### config.mk
export PLATFORM = sky130hd
export DESIGN_NAME = geared_multiturn_angle_tracker_top
export DESIGN_NICKNAME = d
export VERILOG_FILES = /design/src/hw/rtl/gmat_pkg.sv /design/src/hw/rtl/gmat_unwrap.sv /design/src/hw/rtl/gmat_div.sv /design/src/hw/rtl/geared_multiturn_angle_tracker_top.sv
export SDC_FILE = /design/constraint.sdc
export NUM_CORES = 1
export LEC_CHECK = 0
export BUFFER_PORTS_ARGS = -buffer_cell sky130_fd_sc_hd__buf_2
export CORE_MARGIN = 2
export CORE_UTILIZATION = 65
export DETAILED_ROUTE_END_ITERATION = 10
export GPL_ROUTABILITY_DRIVEN = 0
export GPL_TIMING_DRIVEN = 0
export PLACE_DENSITY = 0.89
export SLEW_MARGIN = 30
export SYNTH_ARGS = -nofsm -noshare
export SYNTH_HDL_FRONTEND = slang
export SYNTH_HIERARCHICAL = 1
export SYNTH_SLANG_ARGS = --single-unit
### constraint.sdc
create_clock -name i_clk -period 14.1 [get_ports i_clk]
set_input_delay 1.41 -clock i_clk [delete_from_list [all_inputs] [get_ports i_clk]]
set_output_delay 1.41 -clock i_clk [all_outputs]
set_load 0.01 [all_outputs]
### src/hw/rtl/gmat_pkg.sv
// ----------------------------------------------------------------------------
// gmat_pkg
// Shared widths and constants of the geared multi-turn angle tracker.
// ----------------------------------------------------------------------------
package gmat_pkg;

    localparam int FRAC_BITS = 8;
    localparam int ANGLE_W   = 18;
    localparam int SHAFT_W   = 17;
    localparam int RATIO_W   = 16;

    // 180 and 360 degrees in fixed point
    localparam int HALF_TURN = 180 << FRAC_BITS;
    localparam int FULL_TURN = 360 << FRAC_BITS;
    localparam int TURN_W    = $clog2(FULL_TURN + 1);

    // Dividend: angle + (residue + 2 * ratio) * FULL_TURN, always positive.
    // Largest value is (65534 + 131070) * 92160 + 131071, below 2**35.
    localparam int DIV_W     = 35;
    localparam int CNT_W     = $clog2(DIV_W);

endpackage

### src/hw/rtl/gmat_unwrap.sv
// ----------------------------------------------------------------------------
// gmat_unwrap
// Turn unwrapping: compares each sample with the previous one and keeps the
// turn count modulo the gear ratio.
// ----------------------------------------------------------------------------
module gmat_unwrap (
    input  logic                                i_clk,
    input  logic                                i_rst_n,
    input  logic                                i_clr,
    input  logic                                i_step,
    input  logic [gmat_pkg::RATIO_W-1:0]        i_ratio,
    input  logic signed [gmat_pkg::ANGLE_W-1:0] i_angle,
    output logic [gmat_pkg::RATIO_W-1:0]        o_residue
);

    localparam logic signed [gmat_pkg::ANGLE_W:0] HALF_POS =
        (gmat_pkg::ANGLE_W+1)'(gmat_pkg::HALF_TURN);
    localparam logic signed [gmat_pkg::ANGLE_W:0] HALF_NEG =
        -(gmat_pkg::ANGLE_W+1)'(gmat_pkg::HALF_TURN);

    logic                                r_first;
    logic signed [gmat_pkg::ANGLE_W-1:0] r_prev;
    logic [gmat_pkg::RATIO_W-1:0]        r_residue;
    logic [gmat_pkg::RATIO_W-1:0]        n_residue;
    logic signed [gmat_pkg::ANGLE_W:0]   w_delta;
    logic [gmat_pkg::RATIO_W:0]          w_inc;

    assign w_delta = {i_angle[gmat_pkg::ANGLE_W-1], i_angle}
                   - {r_prev[gmat_pkg::ANGLE_W-1], r_prev};
    assign w_inc   = {1'b0, r_residue} + 1'b1;

    always_comb begin
        n_residue = r_residue;
        if (!r_first) begin
            if (w_delta > HALF_POS) begin
                // forward jump across the seam: one turn back
                n_residue = (r_residue == '0) ? i_ratio - 1'b1 : r_residue - 1'b1;
            end else if (w_delta < HALF_NEG) begin
                n_residue = (w_inc >= {1'b0, i_ratio}) ? '0 : w_inc[gmat_pkg::RATIO_W-1:0];
            end
        end
    end

    always_ff @(posedge i_clk) begin
        if (!i_rst_n || i_clr) begin
            r_first   <= 1'b1;
            r_prev    <= '0;
            r_residue <= '0;
        end else if (i_step) begin
            r_first   <= 1'b0;
            r_prev    <= i_angle;
            r_residue <= n_residue;
        end
    end

    assign o_residue = r_residue;

endmodule

### src/hw/rtl/gmat_div.sv
// ----------------------------------------------------------------------------
// gmat_div
// Radix-2 restoring divider, one quotient bit per cycle. The quotient is
// folded modulo one full turn as it is built, so only the wrapped angle is
// kept.
// ----------------------------------------------------------------------------
module gmat_div (
    input  logic                              i_clk,
    input  logic                              i_rst_n,
    input  logic                              i_start,
    input  logic [gmat_pkg::DIV_W-1:0]        i_dividend,
    input  logic [gmat_pkg::RATIO_W-1:0]      i_divisor,
    output logic                              o_done,
    output logic [gmat_pkg::TURN_W-1:0]       o_qmod
);

    localparam logic [gmat_pkg::TURN_W:0] FULL_V = (gmat_pkg::TURN_W+1)'(gmat_pkg::FULL_TURN);

    logic                              r_busy;
    logic                              r_done;
    logic [gmat_pkg::CNT_W-1:0]        r_cnt;
    logic [gmat_pkg::DIV_W-1:0]        r_num;
    logic [gmat_pkg::RATIO_W-1:0]      r_rem;
    logic [gmat_pkg::TURN_W-1:0]       r_qmod;

    logic [gmat_pkg::RATIO_W:0]        w_shift;
    logic                              w_ge;
    logic [gmat_pkg::RATIO_W:0]        w_sub;
    logic [gmat_pkg::TURN_W:0]         w_q2;
    logic [gmat_pkg::TURN_W:0]         w_q2_red;

    assign w_shift  = {r_rem, r_num[gmat_pkg::DIV_W-1]};
    assign w_ge     = (w_shift >= {1'b0, i_divisor});
    assign w_sub    = w_shift - {1'b0, i_divisor};
    assign w_q2     = {r_qmod, w_ge};
    assign w_q2_red = (w_q2 >= FULL_V) ? w_q2 - FULL_V : w_q2;

    always_ff @(posedge i_clk) begin
        if (!i_rst_n) begin
            r_busy <= 1'b0;
            r_done <= 1'b0;
            r_cnt  <= '0;
        end else if (i_start) begin
            r_busy <= 1'b1;
            r_done <= 1'b0;
            r_cnt  <= gmat_pkg::CNT_W'(gmat_pkg::DIV_W - 1);
        end else if (r_busy) begin
            r_cnt <= r_cnt - 1'b1;
            if (r_cnt == '0) begin
                r_busy <= 1'b0;
                r_done <= 1'b1;
            end
        end else begin
            r_done <= 1'b0;
        end
    end

    always_ff @(posedge i_clk) begin
        if (i_start) begin
            r_num  <= i_dividend;
            r_rem  <= '0;
            r_qmod <= '0;
        end else if (r_busy) begin
            r_num  <= {r_num[gmat_pkg::DIV_W-2:0], 1'b0};
            r_rem  <= w_ge ? w_sub[gmat_pkg::RATIO_W-1:0] : w_shift[gmat_pkg::RATIO_W-1:0];
            r_qmod <= w_q2_red[gmat_pkg::TURN_W-1:0];
        end
    end

    assign o_done = r_done;
    assign o_qmod = r_qmod;

endmodule

### src/hw/rtl/geared_multiturn_angle_tracker_top.sv
// ----------------------------------------------------------------------------
// geared_multiturn_angle_tracker_top
// Multi-turn unwrap of a motor angle, scaled by the gear ratio to a shaft
// angle in (-180,180] degrees.
// ----------------------------------------------------------------------------
// Each motor angle (1/256 degree) is unwrapped against the previous sample,
// the turn count is held modulo the gear ratio, and the multi-turn angle is
// floor-divided by the ratio and wrapped to (-180,180]. After transfer, the
// S_MUL state forms the dividend with a single multiply, the bit-serial
// divider builds the quotient one bit per cycle, its done flag is handed
// back to the sequencer, and S_DONE loads the output register when it is
// empty or being read; the next sample can be taken once the sequencer is
// back in idle. Input ready is low from transfer until the result moves to
// the output register, and while a gear ratio write is offered; a result
// waiting there does not block the next sample. Writing the gear ratio (zero
// is taken as one) restarts tracking; the next sample only seeds.
// ----------------------------------------------------------------------------
module geared_multiturn_angle_tracker_top (
    input  logic                                i_clk,
    input  logic                                i_rst_n,
    input  logic                                i_cfg_valid,
    output logic                                o_cfg_ready,
    input  logic [gmat_pkg::RATIO_W-1:0]        i_gear_ratio,
    input  logic                                i_valid,
    output logic                                o_ready,
    input  logic signed [gmat_pkg::ANGLE_W-1:0] i_motor_angle,
    output logic                                o_valid,
    input  logic                                i_ready,
    output logic signed [gmat_pkg::SHAFT_W-1:0] o_shaft_angle
);

    localparam logic [1:0] S_IDLE = 2'd0;
    localparam logic [1:0] S_MUL  = 2'd1;
    localparam logic [1:0] S_DIV  = 2'd2;
    localparam logic [1:0] S_DONE = 2'd3;

    localparam logic [gmat_pkg::TURN_W-1:0] FULL_V = gmat_pkg::TURN_W'(gmat_pkg::FULL_TURN);
    localparam logic [gmat_pkg::TURN_W-1:0] HALF_V = gmat_pkg::TURN_W'(gmat_pkg::HALF_TURN);
    localparam int MUL_W  = gmat_pkg::RATIO_W + 2;
    localparam int PROD_W = MUL_W + gmat_pkg::TURN_W;

    logic [1:0]                          r_state;
    logic [1:0]                          n_state;
    logic [gmat_pkg::RATIO_W-1:0]        r_ratio;
    logic signed [gmat_pkg::ANGLE_W-1:0] r_angle;
    logic                                r_out_valid;
    logic signed [gmat_pkg::SHAFT_W-1:0] r_shaft;

    logic                                w_cfg_xfer;
    logic                                w_in_xfer;
    logic                                w_load_out;
    logic [gmat_pkg::RATIO_W-1:0]        w_residue;
    logic [MUL_W-1:0]                    w_res2;
    logic [PROD_W-1:0]                   w_prod;
    logic [gmat_pkg::DIV_W:0]            w_total;
    logic                                w_div_done;
    logic [gmat_pkg::TURN_W-1:0]         w_qmod;
    logic [gmat_pkg::TURN_W:0]           w_wrapped;

    assign o_cfg_ready = (r_state == S_IDLE);
    assign o_ready     = (r_state == S_IDLE) && !i_cfg_valid;
    assign w_cfg_xfer  = i_cfg_valid && o_cfg_ready;
    assign w_in_xfer   = i_valid && o_ready;
    assign w_load_out  = (r_state == S_DONE) && (!r_out_valid || i_ready);

    always_ff @(posedge i_clk) begin
        if (!i_rst_n) begin
            r_ratio <= gmat_pkg::RATIO_W'(1);
        end else if (w_cfg_xfer) begin
            r_ratio <= (i_gear_ratio == '0) ? gmat_pkg::RATIO_W'(1) : i_gear_ratio;
        end
    end

    gmat_unwrap u_unwrap (
        .i_clk     (i_clk),
        .i_rst_n   (i_rst_n),
        .i_clr     (w_cfg_xfer),
        .i_step    (w_in_xfer),
        .i_ratio   (r_ratio),
        .i_angle   (i_motor_angle),
        .o_residue (w_residue)
    );

    always_ff @(posedge i_clk) begin
        if (w_in_xfer) begin
            r_angle <= i_motor_angle;
        end
    end

    // offset by two full turns per ratio step keeps the dividend positive
    assign w_res2  = {2'b00, w_residue} + {1'b0, r_ratio, 1'b0};
    assign w_prod  = PROD_W'(w_res2) * PROD_W'(gmat_pkg::FULL_TURN);
    assign w_total = (gmat_pkg::DIV_W+1)'(w_prod)
                   + {{(gmat_pkg::DIV_W+1-gmat_pkg::ANGLE_W){r_angle[gmat_pkg::ANGLE_W-1]}},
                      r_angle};

    gmat_div u_div (
        .i_clk      (i_clk),
        .i_rst_n    (i_rst_n),
        .i_start    (r_state == S_MUL),
        .i_dividend (w_total[gmat_pkg::DIV_W-1:0]),
        .i_divisor  (r_ratio),
        .o_done     (w_div_done),
        .o_qmod     (w_qmod)
    );

    // fold [0,360) into (-180,180]
    assign w_wrapped = (w_qmod > HALF_V) ? {1'b0, w_qmod} - {1'b0, FULL_V} : {1'b0, w_qmod};

    always_comb begin
        n_state = r_state;
        unique case (r_state)
            S_IDLE: if (w_in_xfer) n_state = S_MUL;
            S_MUL:  n_state = S_DIV;
            S_DIV:  if (w_div_done) n_state = S_DONE;
            S_DONE: if (w_load_out) n_state = S_IDLE;
            default: n_state = S_IDLE;
        endcase
    end

    always_ff @(posedge i_clk) begin
        if (!i_rst_n) begin
            r_state     <= S_IDLE;
            r_out_valid <= 1'b0;
        end else begin
            r_state <= n_state;
            if (w_load_out) begin
                r_out_valid <= 1'b1;
            end else if (i_ready) begin
                r_out_valid <= 1'b0;
            end
        end
    end

    always_ff @(posedge i_clk) begin
        if (w_load_out) begin
            r_shaft <= w_wrapped[gmat_pkg::SHAFT_W-1:0];
        end
    end

    assign o_valid       = r_out_valid;
    assign o_shaft_angle = r_shaft;

endmodule
==> out/summary.md, run 1 <==
In the routed design, unresolved DRC markers number 0. Summing the sequential cell areas from Yosys gives 29.1% of the chip area. No sink is reached through more buffers than the 2 on the longest clock path. By count the netlist is led by 154 x inv_1, 152 x ha_1, 108 x nand2_1, 104 x nor2_1, 99 x a21oi_1. Derived from the worst setup path, the maximum achievable clock frequency is 0.131 GHz.

Kind of start point of the critical path: a flop. Once the clock tree was built, the resizer swapped 0 gates to a different size. The effective utilization at floorplan was 65.8%.

By instance count, the leading cell after synthesis is inv_1. In this run the number of H-tree levels came out at 4. The violation count after the first detailed-routing iteration is 1031, and the number of violations of the max-capacitance limit is 0. In the finished design, the share of the clock period the worst path needs comes to 54.3%. The die covers 22300 um^2. The run gives 0 as the total of hold buffers inserted after clock tree synthesis. In the detailed route, the total length drawn on met3 is 2180 um.

Across every metal layer, demand over resource in global routing totals 29.8%. The run gives 0 as the final-report max-slew violation count. The count of input and output buffers was 58. Of all nets on the critical path, the largest fanout is 6. Slew at the pin closest to its max-slew limit: 0.920 ns. Once the clock tree was built, the setup fixing pass inserted 0 buffers.

The run gives 23800 um as the HPWL after detailed placement. The tools report the hold violation count in the final report as 0. After synthesis, the cell types taking the most area are edfxtp_1 15%, dfxtp_1 14%, ha_1 14%. The tree is rooted in a clkbuf_16. After clock tree synthesis, the clock-pin slew on the worst setup and hold paths is 0.08 ns.

Entering global routing, the biggest net connects 32 pins. The average cell area after synthesis was 8.93 um^2; the power per standard cell area was 211 nW/um^2. The critical setup path kind was reg2reg. The tools report the count of placed standard cells in the final layout, fillers left out as 1905. For the total number of yosys warnings, the log shows 6.

The routed length per placed instance is 17.2 um, and the highest cell delay on the worst timing path is 0.52 ns. For this design the top-level I/O count stands at 59. The die width was 149 um. The logs give 0.45 ns for the insertion delay of the later-clocked pin in the worst-skew pair and 6.69 ns for the worst slack after detailed placement.

The post-layout minimum cycle time was 7.65 ns; the synthesized netlist net count was 1757. Setup repair after global routing left no endpoint under its margin. Counting every sink on the clock net gives 165. The placed instances occupy a cell area of 14400 um^2. The tools report the via count of the first global-routing pass as 11600. Compared with the post-synthesis result, the final layout area differs by 9.28%.

Global routing finished with a remaining overflow of 0. The run gives 17 as the clock buffer count from CTS. The slowest stage of the critical path is the fa_1 cell. The portion of synthesized cell area occupied by the leading cell type is 15.3%, and the diode insertion count for antenna repair is 0.

The average via count per standard cell is 6.24. The most frequent cell on the critical path was ha_1. The run gives 1835 as the number of nets in the layout. The die boundary height came out at 149 um. The detailed router used layers up to and including met4. STA puts the critical path data required time at 14.29 ns. The run finished with clean final reports. For the area inside the core boundary, the log shows 20900 um^2. Summed over all failing endpoints, the final setup total negative slack is 0 ns. The run gives 0.00652 uW as the reported leakage power. The first detailed-routing pass took 5 iterations. The initialized floorplan defines 53 standard-cell rows. The synthesized design contains 165 register bits. The kind of path behind the tightest hold check is reg2reg.

The number of enable flip-flop cells after synthesis came out at 70. The worst setup path is captured at a flop. The number of different library cells used by synthesis comes to 82. The initial antenna violation count was 0; the filler cell count was 1431. The synthesized netlist occupies a cell area of 13700 um^2. Once layout is done, the placed cells without fillers occupy 15000 um^2. After technology mapping, the gate count stands at 1539. Met1 layer wirelength in the final routing: 13700 um. Core utilization of the finished layout: 71.9%. For the post-placement cell count, the log shows 1873. The count of nets left with antenna violations once routing finished came out at 0.

In the synthesized netlist the async set-or-reset flop fraction comes to 0%. The data arrival time of the worst path came out at 7.84 ns. For this run, the leading register cell type out of synthesis is dfxtp_1.

Wires add up to 32800 um. edfxtp_1 takes more of the synthesized area than any other cell. In the final layout, the share of cells above drive strength 1 is 10.4%.

The worst setup margin is 6.45 ns. Setup violations remaining at the end of the flow were counted as 0. The final clock skew was 0.0187 ns; the global-route wire length before repair was 54100 um.

TritonCTS built the clock tree. Headroom to the max-slew limit came out at 38.4%. The tools report the met2 wire length as 15800 um.

The run gives 0.000149 V as the worst ir drop on vdd. Across all layers, the routed design uses 11900 vias.
metal layers:
layer,track usage [%],vias to the layer above
li1,-,5656
met1,38.0,5566
met2,49.6,543
met3,4.66,118
met4,13.8,0
met5,0,-
flip-flops by register name, summed over array words and instances (netlist names):
| signal | flops |
|---|---|
| u_div/r_num | 35 |
| u_div/r_busy | 1 |
| u_unwrap/r_prev | 18 |
| u_unwrap/r_first | 1 |
| r_state | 2 |
| u_div/o_qmod | 17 |
| o_valid | 1 |
| r_angle | 18 |
| u_div/r_rem | 16 |
| u_div/o_done | 1 |
| o_shaft_angle | 17 |
| r_ratio | 16 |
| u_div/r_cnt | 6 |
| u_unwrap/o_residue | 16 |
metrics by stage:
| stage | power, uW | hold slack [ns] |
|---|---|---|
| 2_1_floorplan | 2220 | 0.451 |
| 3_3_place_gp | 2530 | 0.469 |
| 3_5_place_dp | 2610 | 0.484 |
| 4_1_cts | 3140 | 0.503 |
| 5_1_grt | 3400 | 0.525 |
| 6_report | 3160 | 0.495 |
cell families after synthesis:
family	count (synthesis)	synth area share [%]
simple gates	416	15.5
mux	76	5.88
flops	165	29.1
buf+inv	216	6.24
compound gates	374	18.3
fa+ha+maj	179	17.8
xor+xnor	113	7.20
path summary, 6_finish.rpt:
path                                      to  slack [ns]                       startpoint  depth (start not counted)
max                u_div/r_num[34]$_DFFE_PP_        6.45          r_ratio[0]$_SDFFE_PN1P_                         30
min          u_unwrap/r_prev[9]$_SDFFE_PP0P_        0.50  u_unwrap/r_prev[9]$_SDFFE_PP0P_                          2
max reg2reg        u_div/r_num[34]$_DFFE_PP_        6.45          r_ratio[0]$_SDFFE_PN1P_                         30
min reg2reg  u_unwrap/r_prev[9]$_SDFFE_PP0P_        0.50  u_unwrap/r_prev[9]$_SDFFE_PP0P_                          2
power breakdown:
group / leakage [uW] / switching, uW / internal [uW]
registers: 0.00142 / 83.2 / 665
clock network: 0.000300 / 239 / 244
logic: 0.00480 / 1110 / 819
layout by cell type, fill, tap and decap left out, drive strengths merged, types with 27 or more instances in the layout:
cell / netlist / routed
a21o: 39 / 39
a21oi: 100 / 100
buf: 26 / 85
clkbuf: 36 / 53
dfxtp: 95 / 95
edfxtp: 70 / 70
fa: 27 / 27
ha: 152 / 152
inv: 154 / 162
mux2: 38 / 38
mux2i: 38 / 38
nand2: 108 / 108
nand2b: 37 / 37
nand3: 33 / 33
nor2: 104 / 104
o21ai: 70 / 70
xnor2: 77 / 77
xor2: 36 / 36
critical path: cells and delay by family, from the launching register on:
| kind | cells | cell delay, ns |
|---|---|---|
| compound gates | 11 | 2.42 |
| xor+xnor | 3 | 0.43 |
| fa+ha+maj | 7 | 2.62 |
| buf+inv | 3 | 0.19 |
| flops | 1 | 0.51 |
| mux | 1 | 0.30 |
| simple gates | 5 | 0.91 |
layout make-up:
class | instances | area, um^2 | share of cell area, %
Clock inverter | 15 | 194 | 1.29
Buffer | 62 | 280 | 1.87
Timing Repair Buffer | 59 | 310 | 2.07
Tap cell | 275 | 344 | 2.29
Inverter | 154 | 578 | 3.85
Clock buffer | 17 | 425 | 2.83
Multi-Input combinational cell | 1158 | 8890 | 59.2
Sequential cell | 165 | 4000 | 26.7
Power figures use the tool's default switching activity.
==> run 2, diff against run 1 <==
Settings changed: CORE_UTILIZATION 65 to 64, PLACE_DENSITY 0.89 to 0.88.
Clock period 14.1 ns to 7.25 ns, I/O delays scaled along.
==> out/summary.md, run 2 (synthesis gave the netlist of run 1 again) <==
The register with the most flip-flops in the layout has 35 of them. The number of H-tree levels was 4. After detailed routing, the number of remaining DRC violations is 0.

The routed length per placed instance was 17.8 um. The endpoint of the worst setup timing path was u_div/r_num[34]$_DFFE_PP_. Data on the critical path arrives at its endpoint at 7.24 ns. Entering global routing, the biggest net connects 36 pins.

The post-layout minimum cycle time was 7.06 ns; the diode insertion count for antenna repair was 0. The run gives 0.19 ns as the register-to-register setup slack. The library cells used most frequently in the layout, excluding fill and tap cells, are 153 x inv_1, 147 x ha_1, 108 x nand2_1. The violation count after the first detailed-routing iteration was 1172; the number of cells on the worst reg-to-reg path was 27.

Clock latency on the worst-skew pair, taken at its later pin, is 0.44 ns. In this run the static leakage power is 0.00653 uW. The cell that appears most often on the critical path is ha_1.

In this run the remaining antenna-violating nets after routing total 0. The final clock skew is 0.0171 ns. After detailed routing, the number of vias per cell comes to 6.33.

The highest cell delay on the worst timing path came out at 0.52 ns. After global routing the overflow that remains totals 0. The tools report the type of destination of the critical path as a flop.

The via count was 12000. IR analysis of the VDD net gives a maximum drop of 0.000288 V. Kind of path behind the tightest hold check: reg2reg. The floorplan step set the die width to 151 um. Reg-to-reg startpoint: r_ratio[4]$_SDFFE_PN0P_.

The initialized floorplan defines 53 standard-cell rows. The tools report the peak clock frequency supported by timing as 0.142 GHz. The critical setup path kind is reg2reg. The number of violations of the max-capacitance limit came out at 0. The first detailed-routing pass took 6 iterations. In the global route stage, overall resource usage came out at 29.7%. The final sum of negative setup slack is 0 ns, and the cell depth of the worst min-delay path is 2. TritonCTS created 17 clock buffers. The count of buffers added on input and output ports is 58. After routing the design area is 15200 um^2. The region available for standard cell placement spans 21000 um^2.

The slowest stage of the critical path is the fa_1 cell. The power per standard cell area was 419 nW/um^2. The run finished with clean final reports. The final-report max-slew violation count came out at 0. TritonCTS built the clock tree. The tree is rooted in a clkbuf_16.

Via count of the first global-routing pass: 11600. At the pin with the least slew margin, the transition time is 0.927 ns. Headroom to the max-slew limit came out at 37.9%.

The tools report the origin of the worst setup path as r_ratio[4]$_SDFFE_PN0P_. Summed over all nets, the half-perimeter wirelength after detailed placement is 23400 um. Leaving out fill and tap cells, the most frequent cell in the layout is inv_1. The first global-routing pass estimated 54000 um of wire. Counting flops per register, the top entry is u_div/r_num. The die covers 22700 um^2. For the initial antenna violation count, the log shows 0.

The worst register-to-register path ends at u_div/r_num[34]$_DFFE_PP_. The clock transition at the register clock pins on the worst setup and hold paths after CTS works out to 0.07 ns. The worst setup path is launched from a flop. The run gives 14400 um^2 as the total cell area at the placement stage. Of the cells placed in the final design, the portion with a size suffix greater than 1 is 12.1%.

Maximum root-to-sink buffer count: 2. At the end of the flow, the number of nets in the layout was 1833. The worst path required time came out at 7.43 ns. The largest registers in the layout are u_div/r_num: 35 flops, r_angle: 18 flops, u_unwrap/r_prev: 18 flops. Hold violation count in the final report: 0. Final-report setup violation count: 0. For this design the top-level I/O count stands at 59.

For this configuration, the core starts out at a cell density of 65.4%. The detailed-route wire length is 33800 um, and the share of the cycle needed by the critical path after routing is 97.4%. Filler cell count: 1375. The critical-path maximum fanout was 8. Area added between synthesis and finish: 10.4%. Measured along the y axis, the die boundary spans 151 um. The clock net in this run drives a total of 165 sinks.
[run 2: worst min-delay path by stage]
stage	endpoint	from	slack [ns]
6_report	u_unwrap/r_prev[13]$_SDFFE_PP0P_	u_unwrap/r_prev[13]$_SDFFE_PP0P_	0.49
3_5_place_dp	u_unwrap/r_first$_SDFFE_PP1P_	u_unwrap/r_first$_SDFFE_PP1P_	0.48
2_1_floorplan	u_unwrap/r_first$_SDFFE_PP1P_	u_unwrap/r_first$_SDFFE_PP1P_	0.45
5_1_grt	r_angle[4]$_DFFE_PP_	i_motor_angle[4]	0.49
4_1_cts	r_angle[4]$_DFFE_PP_	i_motor_angle[4]	0.49
3_3_place_gp	u_unwrap/r_first$_SDFFE_PP1P_	u_unwrap/r_first$_SDFFE_PP1P_	0.47
[run 2: metrics by stage]
step           hold WS, ns  power (uW)  cells  setup WS, ns  utilization [%]
2_1_floorplan        0.451        4320   1539         0.914                -
3_3_place_gp         0.468        4930   1872       -0.0806             68.4
3_5_place_dp         0.479        5080   1872        -0.182             68.4
4_1_cts              0.486        6130   1904      0.000590             71.5
5_1_grt              0.492        6780   1903       -0.0763             72.2
6_report             0.495        6350   1903         0.191             72.2
[run 2: what timing repair did]
action                     in CTS  in global routing
setup buffers                   0                  1
hold buffers                    0                  0
pin swaps                       0                 12
setup endpoints to repair       2                  9
hold endpoints to repair        0                  0
resized for setup               5                 33
[run 2: area by class of cell]
type	count	area [um^2]	area share, %
well taps	275	344	2.27
clock buffers	17	425	2.80
flip-flops and latches	165	4010	26.5
repair buffers	59	298	1.96
plain buffers	60	273	1.80
inverters	154	578	3.81
clock inverters	15	196	1.29
multi-input cells	1158	9040	59.6
[run 2: layer usage]
metal,vias up,part of all wire (%),GRT usage (%)
met2,593,48,49.3
li1,5652,-,-
met5,-,0,0
met1,5684,41,38.1
met3,111,7.7,5.27
met4,0,3.4,12.5
[run 2: worst max-delay path, delay by kind of cell (launching register included)]
family                   cells  cell delay (ns)
adder cells (fa/ha/maj)      6             2.36
AO/OA/AOI/OAI                9             2.10
AND/OR/NAND/NOR              5             0.88
XOR/XNOR                     4             0.65
flip-flops                   1             0.38
multiplexers                 1             0.30
buffers and inverters        2             0.13
[run 2: where the power goes]
group	switching (uW)	leakage (uW)	internal [uW]
sequential	165	0.00142	1300
clock	462	0.000302	476
combinational	2300	0.00481	1650
total	2930	0.00653	3420
